<file path="config.mk">
export PLATFORM = sky130hd
export DESIGN_NAME = single_bin_tone_detector_top
export DESIGN_NICKNAME = d
export VERILOG_FILES = /design/src/rtl/sbtd_pkg.sv /design/src/rtl/sbtd_sequencer.sv /design/src/rtl/sbtd_datapath.sv /design/src/rtl/single_bin_tone_detector_top.sv
export SDC_FILE = /design/constraint.sdc
export NUM_CORES = 2
export LEC_CHECK = 0
export BUFFER_PORTS_ARGS = -buffer_cell sky130_fd_sc_hd__buf_2
export CORE_MARGIN = 2
export CORE_UTILIZATION = 50
export DETAILED_ROUTE_END_ITERATION = 12
export MAX_ROUTING_LAYER = met4
export PLACE_DENSITY = 0.72
export SETUP_SLACK_MARGIN = 0.1
export SYNTH_ARGS = -nofsm -noshare
export SYNTH_HDL_FRONTEND = slang
export SYNTH_HIERARCHICAL = 1
export SYNTH_SLANG_ARGS = --single-unit
</file>
<file path="constraint.sdc">
create_clock -name clk_i -period 18.87 [get_ports clk_i]
set_input_delay 2.8305 -clock clk_i [delete_from_list [all_inputs] [get_ports clk_i]]
set_output_delay 2.8305 -clock clk_i [all_outputs]
set_load 0.02 [all_outputs]
</file>
<file path="src/rtl/sbtd_pkg.sv">
// Shared constants, control word types and microprogram for the single-bin tone detector.
`default_nettype none

package sbtd_pkg;

  localparam int SAMPLE_W         = 8;
  localparam int SAMPLE_FRAC_BITS = 16;
  localparam int COEFF_FRAC_BITS  = 30;
  localparam int DATA_W           = 32;
  localparam int BLEN_W           = 12;
  localparam int MAG_W            = 63;
  localparam int CFG_IDX_W        = 1;

  localparam int OPND_W    = DATA_W + 1;
  localparam int MUL_W     = 2 * OPND_W;
  localparam int PROD_W    = 2 * DATA_W;
  localparam int ACC_W     = 97;
  localparam int MAG_SHIFT = SAMPLE_FRAC_BITS + COEFF_FRAC_BITS;

  localparam logic [BLEN_W-1:0] BLEN_RESET = BLEN_W'(205);

  localparam logic [CFG_IDX_W-1:0] REG_COEF = 1'b0;
  localparam logic [CFG_IDX_W-1:0] REG_BLEN = 1'b1;

  localparam int PC_W = 4;
  localparam logic [PC_W-1:0] STEP_FETCH   = 4'd0;
  localparam logic [PC_W-1:0] STEP_UPDATE  = 4'd1;
  localparam logic [PC_W-1:0] STEP_SQ1     = 4'd2;
  localparam logic [PC_W-1:0] STEP_SQ2     = 4'd3;
  localparam logic [PC_W-1:0] STEP_CROSS   = 4'd4;
  localparam logic [PC_W-1:0] STEP_TLOAD   = 4'd5;
  localparam logic [PC_W-1:0] STEP_CLO     = 4'd6;
  localparam logic [PC_W-1:0] STEP_CHI     = 4'd7;
  localparam logic [PC_W-1:0] STEP_FINISH  = 4'd8;
  localparam logic [PC_W-1:0] STEP_EMIT    = 4'd9;

  typedef enum logic [1:0] {A_Q1, A_Q2, A_TLO, A_THI} mul_a_e;
  typedef enum logic [1:0] {B_COEF, B_Q1, B_Q2} mul_b_e;
  typedef enum logic [2:0] {ACC_HOLD, ACC_SET_SQ, ACC_ADD_SQ, ACC_SUB_LO, ACC_SUB_HI} acc_op_e;
  typedef enum logic [1:0] {WAIT_NONE, WAIT_IN, WAIT_OUT} wait_e;
  typedef enum logic [1:0] {BR_SEQ, BR_JUMP, BR_JUMP_UNLESS_END} br_e;

  typedef struct packed {
    mul_a_e  mul_a;
    mul_b_e  mul_b;
    acc_op_e acc_op;
    logic    take;
    logic    t_load;
    logic    upd;
    logic    emit;
  } dp_op_t;

  typedef struct packed {
    dp_op_t          op;
    wait_e           wait_on;
    br_e             br;
    logic [PC_W-1:0] target;
  } uword_t;

  typedef struct packed {
    logic   fire;
    dp_op_t op;
  } dp_ctrl_t;

  typedef struct packed {
    logic block_end;
    logic out_free;
  } dp_status_t;

  function automatic uword_t ucode(input logic [PC_W-1:0] pc);
    uword_t w;
    w.op.mul_a  = A_Q1;
    w.op.mul_b  = B_COEF;
    w.op.acc_op = ACC_HOLD;
    w.op.take   = 1'b0;
    w.op.t_load = 1'b0;
    w.op.upd    = 1'b0;
    w.op.emit   = 1'b0;
    w.wait_on   = WAIT_NONE;
    w.br        = BR_SEQ;
    w.target    = STEP_FETCH;
    case (pc)
      STEP_FETCH: begin
        w.op.take = 1'b1;
        w.wait_on = WAIT_IN;
      end
      STEP_UPDATE: begin
        w.op.upd = 1'b1;
        w.br     = BR_JUMP_UNLESS_END;
      end
      STEP_SQ1: begin
        w.op.mul_b = B_Q1;
      end
      STEP_SQ2: begin
        w.op.acc_op = ACC_SET_SQ;
        w.op.mul_a  = A_Q2;
        w.op.mul_b  = B_Q2;
      end
      STEP_CROSS: begin
        w.op.acc_op = ACC_ADD_SQ;
        w.op.mul_b  = B_Q2;
      end
      STEP_TLOAD: begin
        w.op.t_load = 1'b1;
      end
      STEP_CLO: begin
        w.op.mul_a = A_TLO;
      end
      STEP_CHI: begin
        w.op.acc_op = ACC_SUB_LO;
        w.op.mul_a  = A_THI;
      end
      STEP_FINISH: begin
        w.op.acc_op = ACC_SUB_HI;
      end
      STEP_EMIT: begin
        w.op.emit = 1'b1;
        w.wait_on = WAIT_OUT;
        w.br      = BR_JUMP;
      end
      default: begin
        w.br = BR_JUMP;
      end
    endcase
    return w;
  endfunction

endpackage

`default_nettype wire

</file>
<file path="src/rtl/sbtd_sequencer.sv">
// Microprogram sequencer: step counter, control ROM, wait and branch logic.
`default_nettype none

module sbtd_sequencer (
  input  wire                    clk_i,
  input  wire                    rst_ni,
  input  wire                    in_valid_i,
  input  sbtd_pkg::dp_status_t   status_i,
  output sbtd_pkg::dp_ctrl_t     ctrl_o,
  output logic                   idle_o
);
  import sbtd_pkg::*;

  logic [PC_W-1:0] pc_q, pc_d;
  uword_t          uw;
  logic            fire;

  assign uw = ucode(pc_q);

  always_comb begin
    case (uw.wait_on)
      WAIT_NONE: fire = 1'b1;
      WAIT_IN:   fire = in_valid_i;
      WAIT_OUT:  fire = status_i.out_free;
      default:   fire = 1'b1;
    endcase
  end

  always_comb begin
    pc_d = pc_q;
    if (fire) begin
      case (uw.br)
        BR_SEQ:             pc_d = pc_q + 1'b1;
        BR_JUMP:            pc_d = uw.target;
        BR_JUMP_UNLESS_END: pc_d = status_i.block_end ? pc_q + 1'b1 : uw.target;
        default:            pc_d = STEP_FETCH;
      endcase
    end
  end

  always_ff @(posedge clk_i or negedge rst_ni) begin
    if (!rst_ni) begin
      pc_q <= STEP_FETCH;
    end else begin
      pc_q <= pc_d;
    end
  end

  assign ctrl_o.fire = fire;
  assign ctrl_o.op   = uw.op;
  assign idle_o      = (uw.wait_on == WAIT_IN);

endmodule

`default_nettype wire

</file>
<file path="src/rtl/sbtd_datapath.sv">
// Datapath: shared multiplier, Goertzel state, magnitude accumulator and output register.
`default_nettype none

module sbtd_datapath (
  input  wire                               clk_i,
  input  wire                               rst_ni,
  input  sbtd_pkg::dp_ctrl_t                ctrl_i,
  input  wire  [sbtd_pkg::SAMPLE_W-1:0]     sample_value_i,
  input  wire  [sbtd_pkg::DATA_W-1:0]       coef_i,
  input  wire  [sbtd_pkg::BLEN_W-1:0]       blen_i,
  output sbtd_pkg::dp_status_t              status_o,
  output logic                              out_valid_o,
  input  wire                               out_stall_i,
  output logic [sbtd_pkg::MAG_W-1:0]        magnitude_squared_o,
  output logic                              saturated_o
);
  import sbtd_pkg::*;

  logic        [DATA_W-1:0]   q1_q, q1_d, q2_q, q2_d;
  logic        [BLEN_W-1:0]   cnt_q, cnt_d, cnt_inc;
  logic        [SAMPLE_W-1:0] sample_q;
  logic signed [MUL_W-1:0]    p_q, p_d;
  logic        [PROD_W-1:0]   t_q;
  logic signed [ACC_W-1:0]    acc_q, acc_d, acc_p, acc_sq, acc_hi;
  logic signed [OPND_W-1:0]   opa, opb;
  logic        [DATA_W-1:0]   next_val;
  logic                       out_valid_q, out_valid_d;
  logic        [MAG_W-1:0]    mag_q, mag_d;
  logic                       sat_q;
  logic                       out_free;

  always_comb begin
    case (ctrl_i.op.mul_a)
      A_Q1:    opa = {q1_q[DATA_W-1], q1_q};
      A_Q2:    opa = {q2_q[DATA_W-1], q2_q};
      A_TLO:   opa = {1'b0, t_q[DATA_W-1:0]};
      A_THI:   opa = {t_q[PROD_W-1], t_q[PROD_W-1:DATA_W]};
      default: opa = '0;
    endcase
    case (ctrl_i.op.mul_b)
      B_COEF:  opb = {coef_i[DATA_W-1], coef_i};
      B_Q1:    opb = {q1_q[DATA_W-1], q1_q};
      B_Q2:    opb = {q2_q[DATA_W-1], q2_q};
      default: opb = '0;
    endcase
    p_d = opa * opb;
  end

  always_ff @(posedge clk_i) begin
    p_q <= p_d;
  end

  // floor(c*Q1 / 2^30) wraps to 32 bits, then the recursion
  assign next_val = p_q[COEFF_FRAC_BITS +: DATA_W] - q2_q
                  + (DATA_W'(sample_q) << SAMPLE_FRAC_BITS);
  assign cnt_inc  = cnt_q + 1'b1;

  assign status_o.block_end = (cnt_inc == '0) || (cnt_inc >= blen_i);
  assign out_free           = !out_valid_q || !out_stall_i;
  assign status_o.out_free  = out_free;

  always_comb begin
    q1_d  = q1_q;
    q2_d  = q2_q;
    cnt_d = cnt_q;
    if (ctrl_i.fire && ctrl_i.op.upd) begin
      q1_d  = next_val;
      q2_d  = q1_q;
      cnt_d = cnt_inc;
    end
    if (ctrl_i.fire && ctrl_i.op.emit) begin
      q1_d  = '0;
      q2_d  = '0;
      cnt_d = '0;
    end
  end

  always_ff @(posedge clk_i or negedge rst_ni) begin
    if (!rst_ni) begin
      q1_q  <= '0;
      q2_q  <= '0;
      cnt_q <= '0;
    end else begin
      q1_q  <= q1_d;
      q2_q  <= q2_d;
      cnt_q <= cnt_d;
    end
  end

  always_ff @(posedge clk_i) begin
    if (ctrl_i.fire && ctrl_i.op.take) begin
      sample_q <= sample_value_i;
    end
    if (ctrl_i.fire && ctrl_i.op.t_load) begin
      t_q <= p_q[PROD_W-1:0];
    end
  end

  // N = (Q1^2 + Q2^2) * 2^30 - Q1*Q2*c, built from 33x33 partial products
  assign acc_p  = ACC_W'(p_q);
  assign acc_sq = acc_p <<< COEFF_FRAC_BITS;
  assign acc_hi = acc_p <<< DATA_W;

  always_comb begin
    acc_d = acc_q;
    if (ctrl_i.fire) begin
      case (ctrl_i.op.acc_op)
        ACC_HOLD:   acc_d = acc_q;
        ACC_SET_SQ: acc_d = acc_sq;
        ACC_ADD_SQ: acc_d = acc_q + acc_sq;
        ACC_SUB_LO: acc_d = acc_q - acc_p;
        ACC_SUB_HI: acc_d = acc_q - acc_hi;
        default:    acc_d = acc_q;
      endcase
    end
  end

  always_ff @(posedge clk_i) begin
    acc_q <= acc_d;
  end

  // |N| < 2^95, so N >> 46 always fits below 2^63: no clamp at the top
  assign mag_d = acc_q[ACC_W-1] ? '0 : MAG_W'(acc_q[ACC_W-2:MAG_SHIFT]);

  always_comb begin
    out_valid_d = out_valid_q;
    if (out_valid_q && !out_stall_i) begin
      out_valid_d = 1'b0;
    end
    if (ctrl_i.fire && ctrl_i.op.emit) begin
      out_valid_d = 1'b1;
    end
  end

  always_ff @(posedge clk_i or negedge rst_ni) begin
    if (!rst_ni) begin
      out_valid_q <= 1'b0;
    end else begin
      out_valid_q <= out_valid_d;
    end
  end

  always_ff @(posedge clk_i) begin
    if (ctrl_i.fire && ctrl_i.op.emit) begin
      mag_q <= mag_d;
      sat_q <= 1'b0;
    end
  end

  assign out_valid_o         = out_valid_q;
  assign magnitude_squared_o = mag_q;
  assign saturated_o         = sat_q;

endmodule

`default_nettype wire

</file>
<file path="src/rtl/single_bin_tone_detector_top.sv">
// Top level of the single-bin tone detector: configuration registers, sequencer and datapath.
`default_nettype none

// Goertzel single-bin detector. Each accepted 8-bit sample passes the fetch step,
// which forms the coefficient product on the shared 33x33 multiplier, and the
// update step, which applies the recursion. After the last sample of a block the
// squared magnitude is built from five more products on the same multiplier,
// with any wait for the output register to drain. The result is the squared
// magnitude scaled by 2^16; the accumulators clear after each block. Write the
// coefficient (index 0, signed Q2.30) and block length (index 1) while idle.

module single_bin_tone_detector_top (
  input  wire                                 clk_i,
  input  wire                                 rst_ni,
  input  wire                                 in_valid_i,
  output logic                                in_stall_o,
  input  wire  [sbtd_pkg::SAMPLE_W-1:0]       sample_value_i,
  output logic                                out_valid_o,
  input  wire                                 out_stall_i,
  output logic [sbtd_pkg::MAG_W-1:0]          magnitude_squared_o,
  output logic                                saturated_o,
  input  wire                                 cfg_valid_i,
  output logic                                cfg_ready_o,
  input  wire  [sbtd_pkg::CFG_IDX_W-1:0]      cfg_index_i,
  input  wire  [sbtd_pkg::DATA_W-1:0]         cfg_data_i
);
  import sbtd_pkg::*;

  logic [DATA_W-1:0] coef_q;
  logic [BLEN_W-1:0] blen_q;
  dp_ctrl_t          ctrl;
  dp_status_t        status;
  logic              idle;

  always_ff @(posedge clk_i or negedge rst_ni) begin
    if (!rst_ni) begin
      coef_q <= '0;
      blen_q <= BLEN_RESET;
    end else if (cfg_valid_i && cfg_ready_o) begin
      case (cfg_index_i)
        REG_COEF: coef_q <= cfg_data_i;
        REG_BLEN: blen_q <= cfg_data_i[BLEN_W-1:0];
        default:  ;
      endcase
    end
  end

  sbtd_sequencer u_seq (
    .clk_i      (clk_i),
    .rst_ni     (rst_ni),
    .in_valid_i (in_valid_i),
    .status_i   (status),
    .ctrl_o     (ctrl),
    .idle_o     (idle)
  );

  sbtd_datapath u_dp (
    .clk_i               (clk_i),
    .rst_ni              (rst_ni),
    .ctrl_i              (ctrl),
    .sample_value_i      (sample_value_i),
    .coef_i              (coef_q),
    .blen_i              (blen_q),
    .status_o            (status),
    .out_valid_o         (out_valid_o),
    .out_stall_i         (out_stall_i),
    .magnitude_squared_o (magnitude_squared_o),
    .saturated_o         (saturated_o)
  );

  assign in_stall_o  = !idle;
  assign cfg_ready_o = idle;

endmodule

`default_nettype wire
</file>
==> impl_metrics.csv <==
group,metric,value,unit
logic_synthesis,synth_mux_area_share,2.38,%
sta,finClkSkew,0.0280,ns
sta,max_slew_margin,4.30,%
placed_design,placed_cell_area,0.0731,mm2
route,ant_nets,0,
logic_synthesis,synthFlopType,"edfxtp_1",
final_layout,layout.nets,9524,
logic_synthesis,synth_enable_flop_cells,219,
logic_synthesis,synth_xor_area_share,3.84,%
sta,tns,0,ns
floorplan,fp.dieArea,0.144,mm2
setup_path,crit_top_cell,"fa_1",
clock_tree,cts_max_level,2,
route,avgRoutedWirePerCell,27.7,um
logic_synthesis,syn_inst,7902,
logic_synthesis,yosysWarnings,6,
floorplan,start_util,50.5,%
sta,report.final.slew_viol_count,0,
setup_path,slowest_stage,"fa_1",
min_path,hold-path-cell-count,1,
floorplan,io_pins,113,
logic_synthesis,synth-seq-area-share,15.6,%
route,totalWireLength,270,mm
setup_path,crit_required,19.45,ns
grt,track_usage,38.6,%
status,outcome,"finished, final reports clean",
job,maxCapViolations,0,
setup_path,cp.arrival,12.46,ns
clock_tree,hold_buffers,0,
sta,max_freq,0.0842,GHz
grt,grt_remaining_overflow,0,
final_layout,area_growth,6.10,%
floorplan,die_height,380,um
sta,rsz0062_at_grt,"false",
setup_path,max_stage_delay,0.92,ns
final_layout,final_area,0.0749,mm2
setup_path,path_delay_family,"adder cells",
route,vias_per_cell,6.09,
logic_synthesis,syn_area,0.0706,mm2
setup_path,critical_path_class,"register to register",
logic_synthesis,synth_seq_cells,410,
min_path,hold_path_class,"register to register",
setup_path,start_kind,"register",
clock_tree,ctsResizeCount,0,
logic_synthesis,synthSimpleGateAreaFrac,13.2,%
grt,grt_max_degree,70,
route,via_count,59300,
sta,period_share,63.0,%
grt,grt_pass1_vias,60400,
final_layout,multi_input_area,0.0531,mm2
logic_synthesis,synthAdderAreaFrac,41.9,%
logic_synthesis,ys_async_sr_fraction,30.5,%
sta,tightest_slew,1.44,ns
logic_synthesis,ys_types,112,
route,firstDrtPassIters,6,
clock_tree,clkLatencyLatePin,0.65,ns
grt,grt_pass1_wl,401,mm
final_layout,drive_above_1_share,6.69,%
logic_synthesis,synth_top_family_by_area,"adder cells",
setup_path,worstPathMaxFanout,45,
floorplan,rows,137,
grt,antenna_found_initial,17,
floorplan,die_width,380,um
logic_synthesis,syn_avg_cell_area,8.94,um2
sta,timing.final.hold_violations,0,
final_layout,register_area,0.0110,mm2
route,dr.first_iter.drc_count,6310,
clock_tree,clk_pin_slew,0.06,ns
final_layout,fillCellCount,12900,
setup_path,end_kind,"register",
floorplan,core_area,0.140,mm2
clock_tree,cts_tree,"yes",
setup_path,path_buf_inv,7,
placed_design,gp_congestion,1.04,
setup_path,rr_worst_depth,34,
clock_tree,cts.sinks,410,
setup_path,crit_cells,34,
sta,setup_viol,0,
clock_tree,cts_setup_buffers,0,
logic_synthesis,synth-compound-area-share,13.5,%
placed_design,hpwl,217,mm
sta,layout_min_cycle_time,11.88,ns
route,drc_errors,0,
clock_tree,clockBufferDepth,3,
clock_tree,clockRootBuffer,"clkbuf_16",
placed_design,io_buffers,98,
clock_tree,cts_buffers,50,
==> through the flow <==
step	cells	worst slack [ns]	utilization (%)	hold slack, ns
4_1_cts	9724	7.13	53.6	0.513
5_1_grt	9729	6.48	53.6	0.528
6_report	9732	6.99	53.6	0.509
3_5_place_dp	9630	7.15	52.3	0.491
2_1_floorplan	7915	9.09	-	0.437
3_3_place_gp	9630	7.32	52.3	0.485
==> metal layers <==
metal | part of all wire (%) | up-vias | track usage [%]
met5 | 0 | - | -
met4 | 6.1 | 0 | 17.9
met3 | 11 | 814 | 8.54
met2 | 44 | 3436 | 57.5
met1 | 39 | 29700 | 50.1
li1 | - | 25300 | -
==> kinds of logic after synthesis <==
group           count (synthesis)
buf+inv                      1734
mux                           147
simple gates                 2150
fa+ha+maj                    1672
other cells                     1
flops                         410
compound gates               1478
xor+xnor                      310
==> flip-flops by register name (all words and copies together), names as in the netlist, 4 cells and up <==
name,cells
u_dp/q2_q,32
u_dp/acc_q,97
u_dp/t_q,64
coef_q,32
u_seq/pc_q,4
u_dp/magnitude_squared_o,50
u_dp/sample_q,8
blen_q,12
u_dp/cnt_q,12
u_dp/q1_q,32
u_dp/p_q,66
==> worst register-to-register path, delay by kind of cell (launching register included) <==
family | cells | cell delay, ns
AOI/OAI and AO/OA | 9 | 2.54
xor gates and xnor gates | 1 | 0.13
adders and majority gates | 10 | 5.27
buffers and inverters | 7 | 1.58
DFF | 1 | 0.42
muxes | 1 | 0.27
and+or+nand+nor | 6 | 1.59
==> area by class of cell <==
type,count,share of cell area (%)
clock inverter,30,0.549
inverter,1325,6.64
sequential,410,14.7
tap,1876,3.13
multi-input combinational,5771,70.9
antenna,8,0.0267
clock buffer,64,1.88
timing repair buffer,248,2.16
==> cell usage in the layout, fill, tap and decap left out, types with 30 or more instances in the layout <==
cell / n
nand2b_1: 51
mux2i_1: 70
a21oi_1: 384
nand3_1: 85
a31oi_1: 39
dfxtp_1: 66
nor2b_1: 94
clkbuf_16: 52
edfxtp_1: 219
o21ai_1: 47
xor2_1: 119
o21ai_0: 281
nand2_1: 874
nor2_1: 738
nand4_1: 80
a22o_1: 40
buf_4: 151
xnor2_1: 191
nor3_1: 55
and3_1: 43
and2_1: 38
ha_1: 515
mux2_2: 47
buf_2: 97
fa_1: 1157
mux2_4: 30
inv_1: 1324
dfrtp_1: 120
a211oi_1: 44
a21o_1: 205
o21a_1: 86
o21bai_1: 58
==> final timing paths <==
kind	startpoint	end	slack, ns
max	u_seq/pc_q[0]	u_dp/p_q[60]	6.99
min	blen_q[10]	blen_q[10]	0.51
max reg2reg	u_seq/pc_q[0]	u_dp/p_q[60]	6.99
min reg2reg	blen_q[10]	blen_q[10]	0.51
max in group asynchronous	rst_ni	u_dp/q1_q[16]	15.22
min in group asynchronous	rst_ni	coef_q[4]	2.24
==> synthesized netlist by cell type (all sizes together), types with 90 or more instances <==
library cell  number  share of area (%)
o21ai            353                2.5
xor2             119                1.5
o21a              90               0.97
clkbuf           358                2.0
xnor2            191                2.4
nor2             745                4.0
dfrtp            120                4.3
a21o             209                2.2
fa              1157                 33
a21oi            394                2.8
ha               515                9.1
inv             1324                7.0
edfxtp           219                9.3
nor2b             96               0.85
nand2            877                4.7
Power is not shown: default switching activity piles up to over one toggle a cycle in this logic, so the estimate is an artifact.
